--- config.mk ---
export PLATFORM = sky130hd
export DESIGN_NAME = json_string_unescaper_flat
export DESIGN_NICKNAME = d
export VERILOG_FILES = /design/src/sv/jsu_pkg.sv /design/src/sv/jsu_in_if.sv /design/src/sv/jsu_out_if.sv /design/src/sv/jsu_front.sv /design/src/sv/jsu_fifo.sv /design/src/sv/jsu_back.sv /design/src/sv/json_string_unescaper.sv /design/src/flat_wrapper.sv
export SDC_FILE = /design/constraint.sdc
export NUM_CORES = 1
export LEC_CHECK = 0
export BUFFER_PORTS_ARGS = -buffer_cell sky130_fd_sc_hd__clkbuf_2
export CORE_AREA = 2 2 268 270
export CTS_CLUSTER_SIZE = 30
export DETAILED_ROUTE_END_ITERATION = 16
export DIE_AREA = 0 0 270 272
export HOLD_SLACK_MARGIN = 0.05
export PLACE_DENSITY = 0.57
export SYNTH_ARGS = -nofsm -noshare
export SYNTH_HDL_FRONTEND = slang
export SYNTH_HIERARCHICAL = 1
export SYNTH_SLANG_ARGS = --single-unit
--- constraint.sdc ---
create_clock -name clk_i -period 19.1 [get_ports clk_i]
set_clock_uncertainty 0.1 [all_clocks]
set_input_delay 2.865 -clock clk_i [delete_from_list [all_inputs] [get_ports clk_i]]
set_output_delay 2.865 -clock clk_i [all_outputs]
set_load 0.005 [all_outputs]
--- src/sv/jsu_pkg.sv ---
// ----------------------------------------------------------------------------
// jsu_pkg: shared types, constants and helpers of the JSON string unescaper
// Holds the queue entry layout, the character codes and the UTF-8 helpers
// used by the front decoder, the queue and the result serialiser.
// ----------------------------------------------------------------------------
package jsu_pkg;

  localparam int ByteWidth     = 8;
  localparam int LenWidth      = 16;
  localparam int CapWidth      = 16;
  localparam int CountWidthDef = 16;
  localparam int QueueDepthDef = 4;
  // byte slots in one queue entry (at most seven are used)
  localparam int EntrySlots    = 8;
  localparam int SlotIdxWidth  = $clog2(EntrySlots);
  localparam int NumWidth      = 3;

  localparam logic [CapWidth-1:0] CapReset = 16'd256;

  // configuration register indexes
  localparam logic RegOutCapacity = 1'b0;

  // character codes
  localparam logic [ByteWidth-1:0] ChQuote  = 8'h22;
  localparam logic [ByteWidth-1:0] ChBslash = 8'h5C;
  localparam logic [ByteWidth-1:0] ChLowU   = 8'h75;
  localparam logic [ByteWidth-1:0] ChLowN   = 8'h6E;
  localparam logic [ByteWidth-1:0] ChLowT   = 8'h74;
  localparam logic [ByteWidth-1:0] ChLowR   = 8'h72;
  localparam logic [ByteWidth-1:0] ChLowB   = 8'h62;
  localparam logic [ByteWidth-1:0] ChLowF   = 8'h66;
  localparam logic [ByteWidth-1:0] ChNul    = 8'h00;

  // top six bits of a high or low surrogate
  localparam logic [5:0] SurHighTag = 6'h36;
  localparam logic [5:0] SurLowTag  = 6'h37;

  typedef logic [ByteWidth-1:0] byte_t;

  // up to four bytes of one output unit
  typedef struct packed {
    logic [3:0][ByteWidth-1:0] b;
    logic [NumWidth-1:0]       n;
  } utf8_t;

  // results of one input item, as handed from front to back
  typedef struct packed {
    logic [EntrySlots-1:0][ByteWidth-1:0] bytes;
    logic [NumWidth-1:0]                  count;
    logic                                 done;
    logic                                 trunc;
    logic [LenWidth-1:0]                  length;
  } jsu_entry_t;

  // push side of the queue
  typedef struct packed {
    logic       push;
    jsu_entry_t entry;
  } jsu_push_t;

  function automatic logic [3:0] hex_nibble(input byte_t c);
    logic [3:0] v;
    v = 4'd0;
    if (c >= 8'h30 && c <= 8'h39) begin
      v = c[3:0];
    end else if ((c >= 8'h61 && c <= 8'h66) || (c >= 8'h41 && c <= 8'h46)) begin
      v = 4'(c[3:0] + 4'd9);
    end
    return v;
  endfunction

  function automatic logic [NumWidth-1:0] lead_len(input byte_t c);
    logic [NumWidth-1:0] n;
    if (c >= 8'hF0) begin
      n = 3'd4;
    end else if (c >= 8'hE0) begin
      n = 3'd3;
    end else if (c >= 8'hC0) begin
      n = 3'd2;
    end else begin
      n = 3'd1;
    end
    return n;
  endfunction

  function automatic byte_t esc_map(input byte_t c);
    byte_t r;
    unique case (c)
      ChLowN:  r = 8'h0A;
      ChLowT:  r = 8'h09;
      ChLowR:  r = 8'h0D;
      ChLowB:  r = 8'h08;
      ChLowF:  r = 8'h0C;
      default: r = c;
    endcase
    return r;
  endfunction

  function automatic utf8_t utf8_enc(input logic [20:0] cp);
    utf8_t u;
    u = '0;
    if (cp < 21'h80) begin
      u.b[0] = cp[7:0];
      u.n    = 3'd1;
    end else if (cp < 21'h800) begin
      u.b[0] = {3'b110, cp[10:6]};
      u.b[1] = {2'b10, cp[5:0]};
      u.n    = 3'd2;
    end else if (cp < 21'h10000) begin
      u.b[0] = {4'b1110, cp[15:12]};
      u.b[1] = {2'b10, cp[11:6]};
      u.b[2] = {2'b10, cp[5:0]};
      u.n    = 3'd3;
    end else begin
      u.b[0] = {5'b11110, cp[20:18]};
      u.b[1] = {2'b10, cp[17:12]};
      u.b[2] = {2'b10, cp[11:6]};
      u.b[3] = {2'b10, cp[5:0]};
      u.n    = 3'd4;
    end
    return u;
  endfunction

endpackage

--- src/sv/jsu_in_if.sv ---
// ----------------------------------------------------------------------------
// jsu_in_if: input channel of the JSON string unescaper
// Valid/ready channel that moves one body byte or an end-of-input mark.
// ----------------------------------------------------------------------------
interface jsu_in_if import jsu_pkg::*; ();
  logic  valid;
  logic  ready;
  byte_t in_byte;
  logic  end_of_input;

  modport source (output valid, in_byte, end_of_input, input ready);
  modport sink   (input valid, in_byte, end_of_input, output ready);
endinterface

--- src/sv/jsu_out_if.sv ---
// ----------------------------------------------------------------------------
// jsu_out_if: result channel of the JSON string unescaper
// Valid/ready channel that moves one decoded byte or the end-of-string item.
// ----------------------------------------------------------------------------
interface jsu_out_if import jsu_pkg::*; ();
  logic                valid;
  logic                ready;
  byte_t               out_byte;
  logic                byte_valid;
  logic                done_res;
  logic                truncated;
  logic [LenWidth-1:0] out_length;

  modport source (output valid, out_byte, byte_valid, done_res, truncated, out_length,
                  input ready);
  modport sink   (input valid, out_byte, byte_valid, done_res, truncated, out_length,
                  output ready);
endinterface

--- src/sv/jsu_front.sv ---
// ----------------------------------------------------------------------------
// jsu_front: escape decoder and capacity accounting
// Takes one byte per cycle unless full_i, tracks escape, hex and raw-sequence
// state, checks each output unit against the capacity, queues the item bytes.
// ----------------------------------------------------------------------------
module jsu_front import jsu_pkg::*; #(
  parameter int CountWidth = CountWidthDef
) (
  input  logic                clk_i,
  input  logic                rst_ni,
  input  logic [CapWidth-1:0] cap_i,
  input  logic                full_i,
  jsu_in_if.sink              in_chan,
  output jsu_push_t           push_o
);

  localparam int SumWidth = (CountWidth > CapWidth ? CountWidth : CapWidth) + 1;

  typedef enum logic [2:0] {
    ModeNormal  = 3'd0,
    ModeEsc     = 3'd1,
    ModeHex     = 3'd2,
    ModeRawSeq  = 3'd3,
    ModeHigh    = 3'd4,
    ModeHighEsc = 3'd5,
    ModeLowHex  = 3'd6
  } mode_e;

  mode_e                 mode_q, mode_d;
  logic [15:0]           hex_q, hex_d;
  logic [1:0]            cnt_q, cnt_d;
  logic [9:0]            high_q, high_d;
  logic [23:0]           seq_q, seq_d;
  logic [1:0]            rem_q, rem_d;
  logic [CountWidth-1:0] wc_q;
  logic                  ovf_q;

  logic                  accept;
  byte_t                 in_b;
  logic [15:0]           hv;
  logic [NumWidth-1:0]   lead_n, seq_n;
  logic                  a_en, b_en, b_is_cp, done;
  logic [20:0]           b_cp;
  utf8_t                 b_raw, bu;

  logic [SumWidth-1:0]   cap_ext, cap_lim, eff_cap, wc_ext;
  logic [SumWidth-1:0]   sum_a, sum_b0, sum_b3, wc2;
  logic                  fit_a, fit_b, a_fire, b_fire, ovf1, ovf2;
  jsu_entry_t            entry;

  assign in_b          = in_chan.in_byte;
  assign in_chan.ready = !full_i;
  assign accept        = in_chan.valid && !full_i;

  // capacity limit and room for a held high surrogate
  assign cap_ext = SumWidth'(cap_i);
  assign cap_lim = SumWidth'(1) << CountWidth;
  assign eff_cap = (cap_ext > cap_lim) ? cap_lim : cap_ext;
  assign wc_ext  = SumWidth'(wc_q);
  assign sum_a   = wc_ext + SumWidth'(3);
  assign fit_a   = sum_a < eff_cap;

  // decode one item against the current mode
  always_comb begin
    mode_d  = mode_q;
    hex_d   = hex_q;
    cnt_d   = cnt_q;
    high_d  = high_q;
    seq_d   = seq_q;
    rem_d   = rem_q;
    a_en    = 1'b0;
    b_en    = 1'b0;
    b_is_cp = 1'b0;
    b_cp    = '0;
    b_raw   = '0;
    done    = 1'b0;
    hv      = {hex_q[11:0], hex_nibble(in_b)};
    lead_n  = lead_len(in_b);
    seq_n   = lead_len(seq_q[23:16]);

    if (in_chan.end_of_input) begin
      // flush whatever escape is open, then close the string
      done = 1'b1;
      if (!ovf_q) begin
        unique case (mode_q)
          ModeEsc: begin
            b_en       = 1'b1;
            b_raw.b[0] = ChBslash;
            b_raw.n    = 3'd1;
          end
          ModeHex: begin
            b_en       = 1'b1;
            b_raw.b[0] = ChNul;
            b_raw.n    = 3'd1;
          end
          ModeHigh: begin
            a_en = 1'b1;
          end
          ModeHighEsc: begin
            a_en       = 1'b1;
            b_en       = 1'b1;
            b_raw.b[0] = ChBslash;
            b_raw.n    = 3'd1;
          end
          ModeLowHex: begin
            a_en       = 1'b1;
            b_en       = 1'b1;
            b_raw.b[0] = ChNul;
            b_raw.n    = 3'd1;
          end
          default: ;
        endcase
      end
    end else if (ovf_q) begin
      // skip bytes, only a quote ends the string
      done = (in_b == ChQuote);
    end else begin
      unique case (mode_q)
        ModeEsc: begin
          mode_d = ModeNormal;
          if (in_b == ChLowU) begin
            mode_d = ModeHex;
            hex_d  = '0;
            cnt_d  = '0;
          end else begin
            b_en    = 1'b1;
            b_is_cp = 1'b1;
            b_cp    = 21'(esc_map(in_b));
          end
        end
        ModeHex, ModeLowHex: begin
          hex_d = hv;
          if (cnt_q != 2'd3) begin
            cnt_d = cnt_q + 2'd1;
          end else begin
            cnt_d = '0;
            if (mode_q == ModeLowHex && hv[15:10] == SurLowTag) begin
              // join the pair into one code point
              mode_d  = ModeNormal;
              high_d  = '0;
              b_en    = 1'b1;
              b_is_cp = 1'b1;
              b_cp    = 21'h10000 + 21'({high_q, hv[9:0]});
            end else begin
              // emit a held high alone, then take the value on its own
              a_en   = (mode_q == ModeLowHex);
              high_d = '0;
              if (hv[15:10] == SurHighTag) begin
                high_d = hv[9:0];
                mode_d = ModeHigh;
              end else begin
                mode_d  = ModeNormal;
                b_en    = 1'b1;
                b_is_cp = 1'b1;
                b_cp    = 21'(hv);
              end
            end
          end
        end
        ModeRawSeq: begin
          if (rem_q == 2'd0 || 3'(rem_q) >= seq_n) begin
            // inconsistent sequence state: treat as a plain byte
            mode_d = ModeNormal;
            if (in_b == ChQuote) begin
              done = 1'b1;
            end else if (in_b == ChBslash) begin
              mode_d = ModeEsc;
            end else if (lead_n == 3'd1) begin
              b_en       = 1'b1;
              b_raw.b[0] = in_b;
              b_raw.n    = 3'd1;
            end else begin
              seq_d  = {in_b, 16'h0000};
              rem_d  = 2'(lead_n - 3'd1);
              mode_d = ModeRawSeq;
            end
          end else if (rem_q > 2'd1) begin
            // collect a middle byte
            if (3'(seq_n - 3'(rem_q)) == 3'd1) begin
              seq_d[15:8] = in_b;
            end else begin
              seq_d[7:0] = in_b;
            end
            rem_d = rem_q - 2'd1;
          end else begin
            // last byte: copy the whole sequence as one unit
            b_en       = 1'b1;
            b_raw.b[0] = seq_q[23:16];
            b_raw.n    = seq_n;
            case (seq_n)
              3'd2: begin
                b_raw.b[1] = in_b;
              end
              3'd3: begin
                b_raw.b[1] = seq_q[15:8];
                b_raw.b[2] = in_b;
              end
              default: begin
                b_raw.b[1] = seq_q[15:8];
                b_raw.b[2] = seq_q[7:0];
                b_raw.b[3] = in_b;
              end
            endcase
            seq_d  = '0;
            rem_d  = '0;
            mode_d = ModeNormal;
          end
        end
        ModeHigh: begin
          if (in_b == ChBslash) begin
            mode_d = ModeHighEsc;
          end else begin
            a_en   = 1'b1;
            high_d = '0;
            mode_d = ModeNormal;
            if (!fit_a) begin
              done = (in_b == ChQuote);
            end else if (in_b == ChQuote) begin
              done = 1'b1;
            end else if (lead_n == 3'd1) begin
              b_en       = 1'b1;
              b_raw.b[0] = in_b;
              b_raw.n    = 3'd1;
            end else begin
              seq_d  = {in_b, 16'h0000};
              rem_d  = 2'(lead_n - 3'd1);
              mode_d = ModeRawSeq;
            end
          end
        end
        ModeHighEsc: begin
          if (in_b == ChLowU) begin
            mode_d = ModeLowHex;
            hex_d  = '0;
            cnt_d  = '0;
          end else begin
            a_en   = 1'b1;
            high_d = '0;
            mode_d = ModeNormal;
            if (!fit_a) begin
              done = (in_b == ChQuote);
            end else begin
              b_en    = 1'b1;
              b_is_cp = 1'b1;
              b_cp    = 21'(esc_map(in_b));
            end
          end
        end
        default: begin
          mode_d = ModeNormal;
          if (in_b == ChQuote) begin
            done = 1'b1;
          end else if (in_b == ChBslash) begin
            mode_d = ModeEsc;
          end else if (lead_n == 3'd1) begin
            b_en       = 1'b1;
            b_raw.b[0] = in_b;
            b_raw.n    = 3'd1;
          end else begin
            seq_d  = {in_b, 16'h0000};
            rem_d  = 2'(lead_n - 3'd1);
            mode_d = ModeRawSeq;
          end
        end
      endcase
    end
  end

  // check both units against the capacity, second one after the first
  always_comb begin
    bu      = b_is_cp ? utf8_enc(b_cp) : b_raw;
    sum_b0  = wc_ext + SumWidth'(bu.n);
    sum_b3  = sum_a + SumWidth'(bu.n);
    a_fire  = a_en && !ovf_q && fit_a;
    ovf1    = ovf_q || (a_en && !fit_a);
    fit_b   = a_fire ? (sum_b3 < eff_cap) : (sum_b0 < eff_cap);
    b_fire  = b_en && !ovf1 && fit_b;
    ovf2    = ovf1 || (b_en && !fit_b);
    if (b_fire) begin
      wc2 = a_fire ? sum_b3 : sum_b0;
    end else begin
      wc2 = a_fire ? sum_a : wc_ext;
    end
  end

  // pack the bytes of the item
  always_comb begin
    entry        = '0;
    entry.count  = (a_fire ? 3'd3 : 3'd0) + (b_fire ? bu.n : 3'd0);
    entry.done   = done;
    entry.trunc  = ovf2;
    entry.length = wc2[LenWidth-1:0];
    if (a_fire) begin
      entry.bytes[0] = 8'hED;
      entry.bytes[1] = {4'hA, high_q[9:6]};
      entry.bytes[2] = {2'b10, high_q[5:0]};
      for (int k = 0; k < 4; k++) begin
        entry.bytes[k+3] = bu.b[k];
      end
    end else begin
      for (int k = 0; k < 4; k++) begin
        entry.bytes[k] = bu.b[k];
      end
    end
  end

  assign push_o.push  = accept && (entry.count != 3'd0 || done);
  assign push_o.entry = entry;

  // hold decode state, clear it when a string ends
  always_ff @(posedge clk_i or negedge rst_ni) begin
    if (!rst_ni) begin
      mode_q <= ModeNormal;
      hex_q  <= '0;
      cnt_q  <= '0;
      high_q <= '0;
      seq_q  <= '0;
      rem_q  <= '0;
      wc_q   <= '0;
      ovf_q  <= 1'b0;
    end else if (accept) begin
      if (done) begin
        mode_q <= ModeNormal;
        hex_q  <= '0;
        cnt_q  <= '0;
        high_q <= '0;
        seq_q  <= '0;
        rem_q  <= '0;
        wc_q   <= '0;
        ovf_q  <= 1'b0;
      end else begin
        mode_q <= mode_d;
        hex_q  <= hex_d;
        cnt_q  <= cnt_d;
        high_q <= high_d;
        seq_q  <= seq_d;
        rem_q  <= rem_d;
        wc_q   <= wc2[CountWidth-1:0];
        ovf_q  <= ovf2;
      end
    end
  end

endmodule

--- src/sv/jsu_fifo.sv ---
// ----------------------------------------------------------------------------
// jsu_fifo: queue between decoder and serialiser
// Small circular buffer of decoded items; head is read without delay.
// ----------------------------------------------------------------------------
module jsu_fifo import jsu_pkg::*; #(
  parameter int Depth = QueueDepthDef
) (
  input  logic       clk_i,
  input  logic       rst_ni,
  input  jsu_push_t  push_i,
  input  logic       pop_i,
  output jsu_entry_t head_o,
  output logic       empty_o,
  output logic       full_o
);

  localparam int PtrWidth = $clog2(Depth);
  localparam int CntWidth = $clog2(Depth + 1);

  jsu_entry_t            mem_q [Depth];
  logic [PtrWidth-1:0]   wr_q, rd_q;
  logic [CntWidth-1:0]   cnt_q;
  logic                  wr_en, rd_en;

  assign full_o  = (cnt_q == CntWidth'(Depth));
  assign empty_o = (cnt_q == '0);
  assign wr_en   = push_i.push && !full_o;
  assign rd_en   = pop_i && !empty_o;
  assign head_o  = mem_q[rd_q];

  // store pushed items
  always_ff @(posedge clk_i) begin
    if (wr_en) begin
      mem_q[wr_q] <= push_i.entry;
    end
  end

  // advance pointers and fill level
  always_ff @(posedge clk_i or negedge rst_ni) begin
    if (!rst_ni) begin
      wr_q  <= '0;
      rd_q  <= '0;
      cnt_q <= '0;
    end else begin
      if (wr_en) begin
        wr_q <= wr_q + PtrWidth'(1);
      end
      if (rd_en) begin
        rd_q <= rd_q + PtrWidth'(1);
      end
      if (wr_en && !rd_en) begin
        cnt_q <= cnt_q + CntWidth'(1);
      end else if (rd_en && !wr_en) begin
        cnt_q <= cnt_q - CntWidth'(1);
      end
    end
  end

`ifndef NO_ASSERTIONS
  a_no_push_full: assert property (@(posedge clk_i) disable iff (!rst_ni)
    push_i.push |-> !full_o)
    else $error("item pushed into a full queue");
  a_no_pop_empty: assert property (@(posedge clk_i) disable iff (!rst_ni)
    pop_i |-> !empty_o)
    else $error("item popped from an empty queue");
`endif

endmodule

--- src/sv/jsu_back.sv ---
// ----------------------------------------------------------------------------
// jsu_back: result serialiser
// Walks the bytes of the queue head one per cycle while out_chan is ready
// into a registered output stage, then the end-of-string item for a done head.
// ----------------------------------------------------------------------------
module jsu_back import jsu_pkg::*; (
  input  logic       clk_i,
  input  logic       rst_ni,
  input  jsu_entry_t head_i,
  input  logic       empty_i,
  output logic       pop_o,
  jsu_out_if.source  out_chan
);

  logic [SlotIdxWidth-1:0] pos_q;
  logic                    valid_q;
  byte_t                   byte_q;
  logic                    bval_q, done_q, trunc_q;
  logic [LenWidth-1:0]     len_q;
  logic                    load, is_byte, last;

  assign is_byte = pos_q < head_i.count;
  assign last    = head_i.done ? (pos_q == head_i.count)
                               : (pos_q == head_i.count - 3'd1);
  assign load    = !empty_i && (!valid_q || out_chan.ready);
  assign pop_o   = load && last;

  // load the next result, drop the stage once taken
  always_ff @(posedge clk_i or negedge rst_ni) begin
    if (!rst_ni) begin
      valid_q <= 1'b0;
      pos_q   <= '0;
    end else if (load) begin
      valid_q <= 1'b1;
      pos_q   <= last ? '0 : pos_q + SlotIdxWidth'(1);
    end else if (out_chan.ready) begin
      valid_q <= 1'b0;
    end
  end

  // result payload
  always_ff @(posedge clk_i) begin
    if (load) begin
      if (is_byte) begin
        byte_q  <= head_i.bytes[pos_q];
        bval_q  <= 1'b1;
        done_q  <= 1'b0;
        trunc_q <= 1'b0;
        len_q   <= '0;
      end else begin
        byte_q  <= ChNul;
        bval_q  <= 1'b0;
        done_q  <= 1'b1;
        trunc_q <= head_i.trunc;
        len_q   <= head_i.length;
      end
    end
  end

  assign out_chan.valid      = valid_q;
  assign out_chan.out_byte   = byte_q;
  assign out_chan.byte_valid = bval_q;
  assign out_chan.done_res   = done_q;
  assign out_chan.truncated  = trunc_q;
  assign out_chan.out_length = len_q;

`ifndef NO_ASSERTIONS
  a_pos_restart: assert property (@(posedge clk_i) disable iff (!rst_ni)
    (load && last) |=> (pos_q == '0))
    else $error("byte index not restarted after the last result of an item");
  a_byte_or_done: assert property (@(posedge clk_i) disable iff (!rst_ni)
    out_chan.valid |-> (out_chan.byte_valid != out_chan.done_res))
    else $error("result is neither a byte nor the end item, or both");
`endif

endmodule

--- src/sv/json_string_unescaper.sv ---
// ----------------------------------------------------------------------------
// json_string_unescaper: streaming JSON string body unescaper
// Decodes escapes and surrogate pairs to UTF-8 under an output capacity and
// reports length and truncation at the end of each string.
//
//   channel    dir  handshake      payload
//   in_chan    in   valid/ready    in_byte, end_of_input
//   out_chan   out  valid/ready    out_byte, byte_valid, done_res, truncated,
//                                  out_length
//   apb        in   psel/penable   paddr, pwdata, prdata (out_capacity at 0)
//
// One input item is taken per cycle while the queue has room; the decoder
// finishes each item in that cycle. The serialiser gives one result per
// cycle while out_chan is ready, and a four-entry queue absorbs bursts.
// The first result of an item passes the queue entry and then the output
// register. Reset is asynchronous, no clearing pass; output stalls back up
// through the queue to in_chan.ready.
// ----------------------------------------------------------------------------
module json_string_unescaper import jsu_pkg::*; #(
  parameter int COUNT_WIDTH = CountWidthDef
) (
  input  logic        clk_i,
  input  logic        rst_ni,
  jsu_in_if.sink      in_chan,
  jsu_out_if.source   out_chan,
  input  logic        psel,
  input  logic        penable,
  input  logic        pwrite,
  input  logic [2:0]  paddr,
  input  logic [31:0] pwdata,
  output logic [31:0] prdata,
  output logic        pready
);

  logic [CapWidth-1:0] cap_q;
  logic                cfg_wr;
  jsu_push_t           push;
  jsu_entry_t          head;
  logic                empty, full, pop;

  // configuration register
  assign pready = 1'b1;
  assign cfg_wr = psel && penable && pwrite && (paddr[2] == RegOutCapacity);
  assign prdata = (paddr[2] == RegOutCapacity) ? {16'h0000, cap_q} : '0;

  always_ff @(posedge clk_i or negedge rst_ni) begin
    if (!rst_ni) begin
      cap_q <= CapReset;
    end else if (cfg_wr) begin
      cap_q <= pwdata[CapWidth-1:0];
    end
  end

  jsu_front #(
    .CountWidth (COUNT_WIDTH)
  ) u_front (
    .clk_i   (clk_i),
    .rst_ni  (rst_ni),
    .cap_i   (cap_q),
    .full_i  (full),
    .in_chan (in_chan),
    .push_o  (push)
  );

  jsu_fifo #(
    .Depth (QueueDepthDef)
  ) u_fifo (
    .clk_i   (clk_i),
    .rst_ni  (rst_ni),
    .push_i  (push),
    .pop_i   (pop),
    .head_o  (head),
    .empty_o (empty),
    .full_o  (full)
  );

  jsu_back u_back (
    .clk_i    (clk_i),
    .rst_ni   (rst_ni),
    .head_i   (head),
    .empty_i  (empty),
    .pop_o    (pop),
    .out_chan (out_chan)
  );

endmodule
--- src/flat_wrapper.sv ---
// flat-port wrapper written by rule: the top's interface ports become plain ports
module json_string_unescaper_flat import jsu_pkg::*;
#(
  parameter int COUNT_WIDTH = CountWidthDef
)
  (clk_i, rst_ni, psel, penable, pwrite, paddr, pwdata, prdata, pready, in_chan_valid, in_chan_in_byte, in_chan_end_of_input, in_chan_ready, out_chan_valid, out_chan_out_byte, out_chan_byte_valid, out_chan_done_res, out_chan_truncated, out_chan_out_length, out_chan_ready);
  jsu_in_if in_chan_i ();
  jsu_out_if out_chan_i ();
  input  logic clk_i;
  input  logic rst_ni;
  input  logic psel;
  input  logic penable;
  input  logic pwrite;
  input  logic [2:0] paddr;
  input  logic [31:0] pwdata;
  output logic [31:0] prdata;
  output logic pready;
  input wire logic [$bits(in_chan_i.valid)-1:0] in_chan_valid;
  input wire logic [$bits(in_chan_i.in_byte)-1:0] in_chan_in_byte;
  input wire logic [$bits(in_chan_i.end_of_input)-1:0] in_chan_end_of_input;
  output wire logic [$bits(in_chan_i.ready)-1:0] in_chan_ready;
  output wire logic [$bits(out_chan_i.valid)-1:0] out_chan_valid;
  output wire logic [$bits(out_chan_i.out_byte)-1:0] out_chan_out_byte;
  output wire logic [$bits(out_chan_i.byte_valid)-1:0] out_chan_byte_valid;
  output wire logic [$bits(out_chan_i.done_res)-1:0] out_chan_done_res;
  output wire logic [$bits(out_chan_i.truncated)-1:0] out_chan_truncated;
  output wire logic [$bits(out_chan_i.out_length)-1:0] out_chan_out_length;
  input wire logic [$bits(out_chan_i.ready)-1:0] out_chan_ready;
  assign in_chan_i.valid = in_chan_valid;
  assign in_chan_i.in_byte = in_chan_in_byte;
  assign in_chan_i.end_of_input = in_chan_end_of_input;
  assign in_chan_ready = in_chan_i.ready;
  assign out_chan_valid = out_chan_i.valid;
  assign out_chan_out_byte = out_chan_i.out_byte;
  assign out_chan_byte_valid = out_chan_i.byte_valid;
  assign out_chan_done_res = out_chan_i.done_res;
  assign out_chan_truncated = out_chan_i.truncated;
  assign out_chan_out_length = out_chan_i.out_length;
  assign out_chan_i.ready = out_chan_ready;
  json_string_unescaper #(.COUNT_WIDTH(COUNT_WIDTH)) u_core (.clk_i(clk_i), .rst_ni(rst_ni), .in_chan(in_chan_i), .out_chan(out_chan_i), .psel(psel), .penable(penable), .pwrite(pwrite), .paddr(paddr), .pwdata(pwdata), .prdata(prdata), .pready(pready));
endmodule
# Yosys cells after proc, flatten, opt, wreduce, memory -nomap -nowiden
# Memory sizes are Yosys's and may differ from the RTL's.
# Cells that the tools add are included.
# totals
regBits,124
mem_bits_rw,308
elab_cells,325
mem_count,1
out_inout_bits,62
# mem_list
memory,depth,width,read_ports,rd_clocked_by_memory_dff,write_ports,line_no,text
u_core.u_fifo.mem_q,4,77,1,0,1,jsu_fifo.sv:20,jsu_entry_t mem_q [Depth];
# classes
addsub,16
n_mux,171
bitwise,1
order_cmp,23
eq_ne,36
reduce_logical,56
# ops
op,n
$mux W24,15
$mux W16,8
$mux W35,3
$mux W11,9
$mux W10,9
$mux W21,4
$mux W8,10
$pmux W24 S3,1
$pmux W21 S3,1
$eq A8 B7 Y1 const B,7
$mux W2,27
$lt A17 B17 Y1,3
$ge A8 B8 Y1 const B,6
$mux W12,4
$mux W3,16
$mux W1,44
$pmux W8 S5,1
$pmux W11 S3,1
$mux W32,1
$pmux W10 S3,1
$mux W25,1
$bmux W8 S3,1
$pmux W12 S2,1
$reduce_and A8 Y1,3
60 further kinds,126

# Longest topological paths before layout
# Gate-level depths: netlist of run 1.
# depth
ltp_word,30
mapped_depth,48
ltp_nobuf,45

# Modules after synthesis
# Netlist of run 1, hierarchy kept.
# by_module_without_submodules
module,cells_per_inst,area_per_inst_um2,n_inst,seq_area_each_um2
jsu_fifo,481,12704.7,1,10385.0
jsu_front,1162,9068.7,1,1751.7
jsu_back,126,1875.5,1,910.9
json_string_unescaper,70,900.9,1,401.6

# Least setup slack after synthesis of run 1
# Ideal clock, no wire load.
# synth_timing
kind,input -> register
start,input port in_chan_in_byte[1]
end,memory u_core/u_fifo/mem_q[0][0] (netlist name) (enable)
setup_ns,0.453
path_buffers,4
stages,33
setup_slack_ns,7.054
arrival_time_ns,11.493
required_time_ns,18.547
cell_sequence,clkbuf_1 > inv_1 > ha_1 > nand4_1 > o21ai_2 > buf_2 > o31ai_1 > a21boi_2 > o32ai_1 > fa_1 > a21oi_1 > nor4_4 > nand3_2 > a2111oi_4 > xnor2_1 > ha_1 > a21o_1 > a21o_1 > a21oi_1 > o31ai_1 > o2111a_1 > o31ai_4 > nand2_2 > buf_2 > a211oi_1 > ha_1 > inv_1 > fa_1 > xnor2_1 > o41a_1 > nor2b_1 > buf_2 > and2_1
# synth_lines
element,line_no,text
start: declaration,flat_wrapper.sv:19,input wire logic [$bits(in_chan_i.in_byte)-1:0] in_chan_in_byte;
end: declaration,jsu_fifo.sv:20,

==> results of run 1 <==
## Yosys cell counts (42+ instances only)
| library cell | count |
|---|---|
| a21oi_1 | 65 |
| buf_4 | 42 |
| dfrtp_1 | 96 |
| edfxtp_1 | 367 |
| ha_1 | 78 |
| inv_1 | 67 |
| mux4_2 | 98 |
| nand2_1 | 118 |
| nor2_1 | 112 |
| o21ai_0 | 58 |
| xnor2_1 | 52 |
## cell usage in the layout, fill, tap and decap left out, drive strengths merged, types with 22 or more instances in the layout
cell type / n
o21ai: 70
o211ai: 26
clkbuf: 133
nand2: 119
a22o: 31
o21a: 26
a21o: 22
inv: 71
conb: 28
dfrtp: 96
buf: 24
xnor2: 54
nor3: 41
nor2: 113
mux2i: 26
ha: 78
edfxtp: 367
mux4: 101
a21oi: 67
mux2: 24
nand3: 36
## kinds of logic after synthesis
| group | after synthesis | synth area share |
|---|---|---|
| AO/OA/AOI/OAI | 397 | 0.120 |
| adder cells (fa/ha/maj) | 83 | 0.0438 |
| buffers and inverters | 209 | 0.0447 |
| flip-flops | 464 | 0.548 |
| multiplexers | 151 | 0.116 |
| other | 3 | 0.000459 |
| XOR/XNOR | 75 | 0.0287 |
| AND/OR/NAND/NOR | 457 | 0.0984 |
## routing by layer
metal | global-route usage | vias up
li1 | - | 7136
met1 | 0.239 | 7927
met2 | 0.265 | 441
met3 | 0.0204 | 75
met4 | 0.0398 | 0
met5 | 0 | -
## state kept, by name, summed over array words and instances, names as in the netlist, 8 cells and up
name and count:
u_core/cap_q 16, u_core/u_fifo/mem_q 340, u_core/u_front/hex_q 12, u_core/u_back/out_chan.out_byte 8, u_core/u_front/wc_q 16, u_core/u_back/out_chan.out_length 16
u_core/u_front/seq_q 24, u_core/u_front/high_q 10
## area by class of cell
type	count	area, um^2
clock buffers	57	1260
clock inverters	33	460
fillers	6640	43500
inverters	68	255
multi-input cells	1191	10100
flip-flops and latches	464	13500
well taps	950	1190
repair buffers	100	561
## power groups by stage
stage                     Sequential (mW)  Clock (mW)  Combinational [mW]
after floorplan                      1.35           0               0.788
after global placement               1.41           0               0.993
after detailed placement             1.42           0                1.01
after CTS                            1.40        1.03                1.01
after global routing                 1.42        1.07                1.09
final                                1.39        1.00               0.988
## how the worst max path moves through the flow
stage               cells past startpoint  slack, ns                              endpoint                                from
floorplan                              33       7.05   u_core/u_fifo/mem_q[0][0]$_DFFE_PP_                  in_chan_in_byte[1]
global placement                       33       5.60  u_core/u_fifo/mem_q[1][61]$_DFFE_PP_                in_chan_end_of_input
detailed placement                     33       5.44  u_core/u_fifo/mem_q[1][61]$_DFFE_PP_                in_chan_end_of_input
CTS                                    39       5.84  u_core/u_fifo/mem_q[1][37]$_DFFE_PP_  u_core/u_front/wc_q[0]$_DFFE_PN0P_
global route                           39       4.69  u_core/u_fifo/mem_q[1][46]$_DFFE_PP_  u_core/u_front/wc_q[0]$_DFFE_PN0P_
finish                                 39       5.73  u_core/u_fifo/mem_q[1][18]$_DFFE_PP_  u_core/u_front/wc_q[0]$_DFFE_PN0P_
## stage by stage
| step | area [um^2] | power (mW) | util |
|---|---|---|---|
| CTS | 27300 | 3.44 | 0.386 |
| finish | 27300 | 3.39 | 0.386 |
| floorplan | 24600 | 2.14 | - |
| global route | 27300 | 3.57 | 0.386 |
| global placement | 25600 | 2.41 | 0.361 |
| detailed placement | 25600 | 2.43 | 0.361 |
==> out/results.tsv, run 1 <==
metric	value	unit
path_max_fanout	53	
clk_pin_slew	0.06	ns
fin_crit_sh	0.700	
p_per_area	124	nW/um^2
hold_depth	1	
met3_length	3040	um
grt_pass1_vias	15520	
clkPwrFrac	0.297	
cts_buffer_depth	3	
synthTopCellsByArea	edfxtp_1, dfrtp_1, mux4_2	
highest_layer	met4	
p_sw_frac	0.314	
hp-class	flip-flop to flip-flop	
timing.fmax	74.8	MHz
met2_length	28600	um
ff2ff_path_depth	39	
post-route-min-period	13.37	ns
p_int	2.32	mW
post-cts-setup-buffers	0	
fin_cells	2863	
wl_per_cell	21.3	um
port_buffers	77	
gr-total-overflow	0	
cts_root_buf	clkbuf_16	
clock_latency	0.59	ns
grt_antenna_before_repair	0	
cp_top_family	compound AO/OA/AOI/OAI gates	
rrSetupSlack	5.73	ns
cts_tree	yes	
syn_area	24500	um^2
drc	0	
synth_edf_count	367	
grt_setup_unrepaired	false	
critical_path_class	flip-flop to flip-flop	
gp_congestion	0.920	
drt_iter0_markers	1207	
slowest_stage	o32ai_1	
fp-row-count	98	
ios	113	
grt_usage	0.165	
core_area	70800	um^2
numCtsBuffers	48	
path_common_cell	ha_1	
synth_warnings	6	
yosysSeqAreaShare	0.548	
cts_hold_buf	0	
ir_worst_vdd	0.0761	mV
yosys.area.top_type_share	0.449	
cp.buffers_inverters	5	
synth.avg_cell_area	13.3	um^2
start_util	0.347	
place_inst	2773	
r2r-start	u_core/u_front/wc_q[0]$_DFFE_PN0P_	
max-slew-margin-rel	0.264	
reg2reg_to	u_core/u_fifo/mem_q[1][18]$_DFFE_PP_	
cts_resized	0	
synth_largest_area_cell	edfxtp_1	
p_switching	1.06	mW
synth_flop_cell	edfxtp_1	
route.vias.total	15579	
cts.sinks	464	
p_leak	10.1	nW
drt-total-wl	61100	um
arrival	13.48	ns
final_layout_size_suffix_gt1_frac	0.191	
cp.required	19.21	ns
async_reset_ff_frac	0.209	
crit_path_end_kind	flip-flop	
status	finished, final reports clean	
synth_cell_types	111	
syn_inst	1839	
via_per_inst	5.44	
nets	2007	
dieArea	73400	um^2
die_w	270	um
firstDrtPassIters	5	
whs	0.385	ns
max_slew.worst_pin.slew	1.10	ns
slew_violations	0	
power_frac_seq	0.412	
slowest_delay	0.97	ns
preCtsSetupSlack	5.44	ns
ant_nets	0	
drt-met1-wl	28200	um
htreeDepth	2	
synth-seq-cells	464	
die_height	272	um
dp_hpwl	41700	um
area_growth	11.1	%
grt_pass1_wl	95100	um
holdPathEnd	u_core/u_fifo/cnt_q[2]$_DFFE_PN0P_	
finalHoldViolations	0	
comb_power_share	0.292	
drv_cap	0	
setup_slack	5.73	ns
grt_max_degree	74	
n_antenna_cell	0	
finalSetupViolCount	0	
hold_start	u_core/u_fifo/cnt_q[2]$_DFFE_PN0P_	
fin_setup_tns	0	ns
worst_setup_path_start_kind	flip-flop	
Power figures use the tool's default switching activity.
==> run 2, diff against run 1 <==
==> constraint.sdc (replaced) <==
create_clock -name clk_i -period 12.72 [get_ports clk_i]
set_clock_uncertainty 0.1 [all_clocks]
set_input_delay 1.908 -clock clk_i [delete_from_list [all_inputs] [get_ports clk_i]]
set_output_delay 1.908 -clock clk_i [all_outputs]
set_load 0.005 [all_outputs]
==> run 2 against run 1 <==
First-iteration DRC count increased by 4.9%. Combinational power increased by 55%. Clock-buffer cell count increased by 4. Maximum frequency increased by 12%. Worst hold slack improved by 0.0035 ns. Setup slack got worse by 4.9 ns. Die area unchanged. Power increased by 50%. Final area increased by 0.50%. Sequential cell count unchanged. Clock power increased by 47%. Wire length increased by 1.4%.
==> out/results.tsv, run 2 (same netlist as run 1, synthesis figures left out) <==
metric	value	unit	change
layout_common_cells	edfxtp_1, nand2_1, nor2_1		
preCtsSetupSlack	0.993	ns	-4.45 ns
fin_setup_tns	0	ns	unchanged
post-cts-setup-buffers	0		unchanged
final_layout_size_suffix_gt1_frac	0.198		+0.00681
cts_resized	0		unchanged
layout_commonest_cell	edfxtp_1		
place_inst	2787		+0.50%
drv_cap	0		unchanged
wl_per_cell	21.5	um	+0.87%
area_growth	11.7	%	
post-route-min-period	11.90	ns	-1.47 ns
die_height	272	um	unchanged
gp_congestion	0.894		-2.8%
dieArea	73400	um^2	unchanged
p_switching	1.62	mW	+52%
r2r-start	u_core/u_front/wc_q[0]$_DFFE_PN0P_		
arrival	12.32	ns	-1.16 ns
cts_buffer_depth	3		unchanged
ff2ff_path_depth	45		+15%
ant_nets	0		unchanged
largest_reg_flops	340		unchanged
timing.fmax	84.0	MHz	+12%
max-slew-margin-rel	0.246		-0.0177
p_per_area	185	nW/um^2	+49%
finalHoldViolations	0		unchanged
p_int	3.47	mW	+49%
reg.largest.list	u_core/u_fifo/mem_q: 340 flops, u_core/u_front/seq_q: 24 flops		
worst_setup_path_start_kind	flip-flop		
cts_hold_buf	0		unchanged
die_w	270	um	unchanged
grt_pass1_vias	15639		+0.77%
grt_antenna_before_repair	0		unchanged
path_max_fanout	20		-62%
finalSetupViolCount	0		unchanged
htreeDepth	2		unchanged
comb_power_share	0.300		+0.008
power	5.08	mW	+50%
cp-endpoint	u_core/u_fifo/cnt_q[2]$_DFFE_PN0P_		
setup_slack	0.817	ns	-4.91 ns
grt_setup_unrepaired	false		
fin_cells	2878		+0.52%
max_slew.worst_pin.slew	1.13	ns	+0.0265 ns
via_per_inst	5.45		about the same
gr-total-overflow	0		unchanged
cts_root_buf	clkbuf_16		
reg2reg_to	u_core/u_fifo/cnt_q[2]$_DFFE_PN0P_		
grt_usage	0.166		+0.00135
drt_iter0_markers	1266		+4.9%
firstDrtPassIters	5		unchanged
clkPwrFrac	0.289		-0.008
hp-class	flip-flop to flip-flop		
grt_max_degree	64		-14%
numCtsBuffers	49		+2.1%
regMostFlops	u_core/u_fifo/mem_q		
clock_latency	0.59	ns	about the same
p_sw_frac	0.318		+0.00429
n_antenna_cell	0		unchanged
p_leak	10.2	nW	+0.74%
cts.sinks	464		unchanged
cp-startpoint	u_core/u_front/wc_q[0]$_DFFE_PN0P_		
power_frac_seq	0.410		-0.002
critical_path_class	flip-flop to flip-flop		
dp_hpwl	42800	um	+2.4%
path_common_cell	ha_1		
slowest_delay	0.61	ns	-0.36 ns
start_util	0.347		unchanged
port_buffers	77		unchanged
core_area	70800	um^2	unchanged
rrSetupSlack	0.82	ns	-4.91 ns
status	finished, final reports clean		
nets	2022		+0.75%
crit_path_end_kind	flip-flop		
fin_crit_sh	0.936		+0.236
cts_tree	yes		
cp.required	13.13	ns	-6.08 ns
drt-total-wl	61900	um	+1.4%
final_core_util	0.388		+0.00191
ir_worst_vdd	0.129	mV	+70%
drc	0		unchanged
route.vias.total	15673		+0.60%
fp-row-count	98		unchanged
slew_violations	0		unchanged
slowest_stage	dfrtp_1		
hold_depth	2		+1
grt_pass1_wl	95800	um	+0.68%
ios	113		unchanged
clk_pin_slew	0.06	ns	about the same
## run 2: cell types whose count changed in the layout (fill, tap and decap cells not counted), moves of 2 or more
cell	delta
buf_12	+7
clkinv_4	-2
clkinv_1	-3
clkbuf_1	+2
clkinv_2	+4
bufinv_16	-3
buf_4	+7
## run 2: final cells by class
class	count	area [um^2]
clock buffer	61	1300
clock inverter	30	357
fill	6624	43300
inverter	68	255
multi-input combinational	1191	10100
sequential	464	13500
tap	950	1190
timing repair buffer	114	753
## run 2: power by group through the flow
stage	registers, mW	logic, mW	clock network, mW
floorplan	2.03	1.18	0
global placement	2.12	1.52	0
detailed placement	2.13	1.55	0
global route	2.12	1.67	1.57
finish	2.09	1.53	1.47
CTS	2.10	1.55	1.51
## run 2: worst min-delay path by stage
| stage | from | to | slack [ns] |
|---|---|---|---|
| global route | u_core/u_fifo/cnt_q[2]$_DFFE_PN0P_ | u_core/u_fifo/cnt_q[2]$_DFFE_PN0P_ | 0.42 |
| global placement | u_core/u_fifo/cnt_q[2]$_DFFE_PN0P_ | u_core/u_fifo/cnt_q[2]$_DFFE_PN0P_ | 0.37 |
| CTS | u_core/u_fifo/cnt_q[2]$_DFFE_PN0P_ | u_core/u_fifo/cnt_q[2]$_DFFE_PN0P_ | 0.39 |
| finish | u_core/u_front/cnt_q[1]$_DFFE_PN0P_ | u_core/u_front/cnt_q[1]$_DFFE_PN0P_ | 0.39 |
| floorplan | u_core/u_fifo/cnt_q[2]$_DFFE_PN0P_ | u_core/u_fifo/cnt_q[2]$_DFFE_PN0P_ | 0.35 |
| detailed placement | u_core/u_front/cnt_q[1]$_DFFE_PN0P_ | u_core/u_front/cnt_q[1]$_DFFE_PN0P_ | 0.38 |
## run 2: critical path: cells and delay by family, from the launching register on
family | cells | cell delay (ns)
AOI/OAI and AO/OA | 17 | 3.64
adders and majority gates | 9 | 2.84
and+or+nand+nor | 10 | 2.82
xor gates and xnor gates | 5 | 1.40
DFF | 1 | 0.61
buffers and inverters | 4 | 0.36
## run 2: metal layers
| layer | GRT usage | vias to the layer above | wire length, um |
|---|---|---|---|
| met5 | 0 | - | 0 |
| met4 | 0.0443 | 0 | 1370 |
| met3 | 0.0247 | 82 | 3370 |
| met2 | 0.269 | 479 | 29000 |
| met1 | 0.235 | 7944 | 28200 |
| li1 | - | 7168 | - |
## run 2: stage by stage
step	hold slack, ns	cell area [um^2]
6_report	0.388	27400
5_1_grt	0.423	27400
4_1_cts	0.390	27400
3_5_place_dp	0.379	25800
2_1_floorplan	0.345	24600
3_3_place_gp	0.366	25800
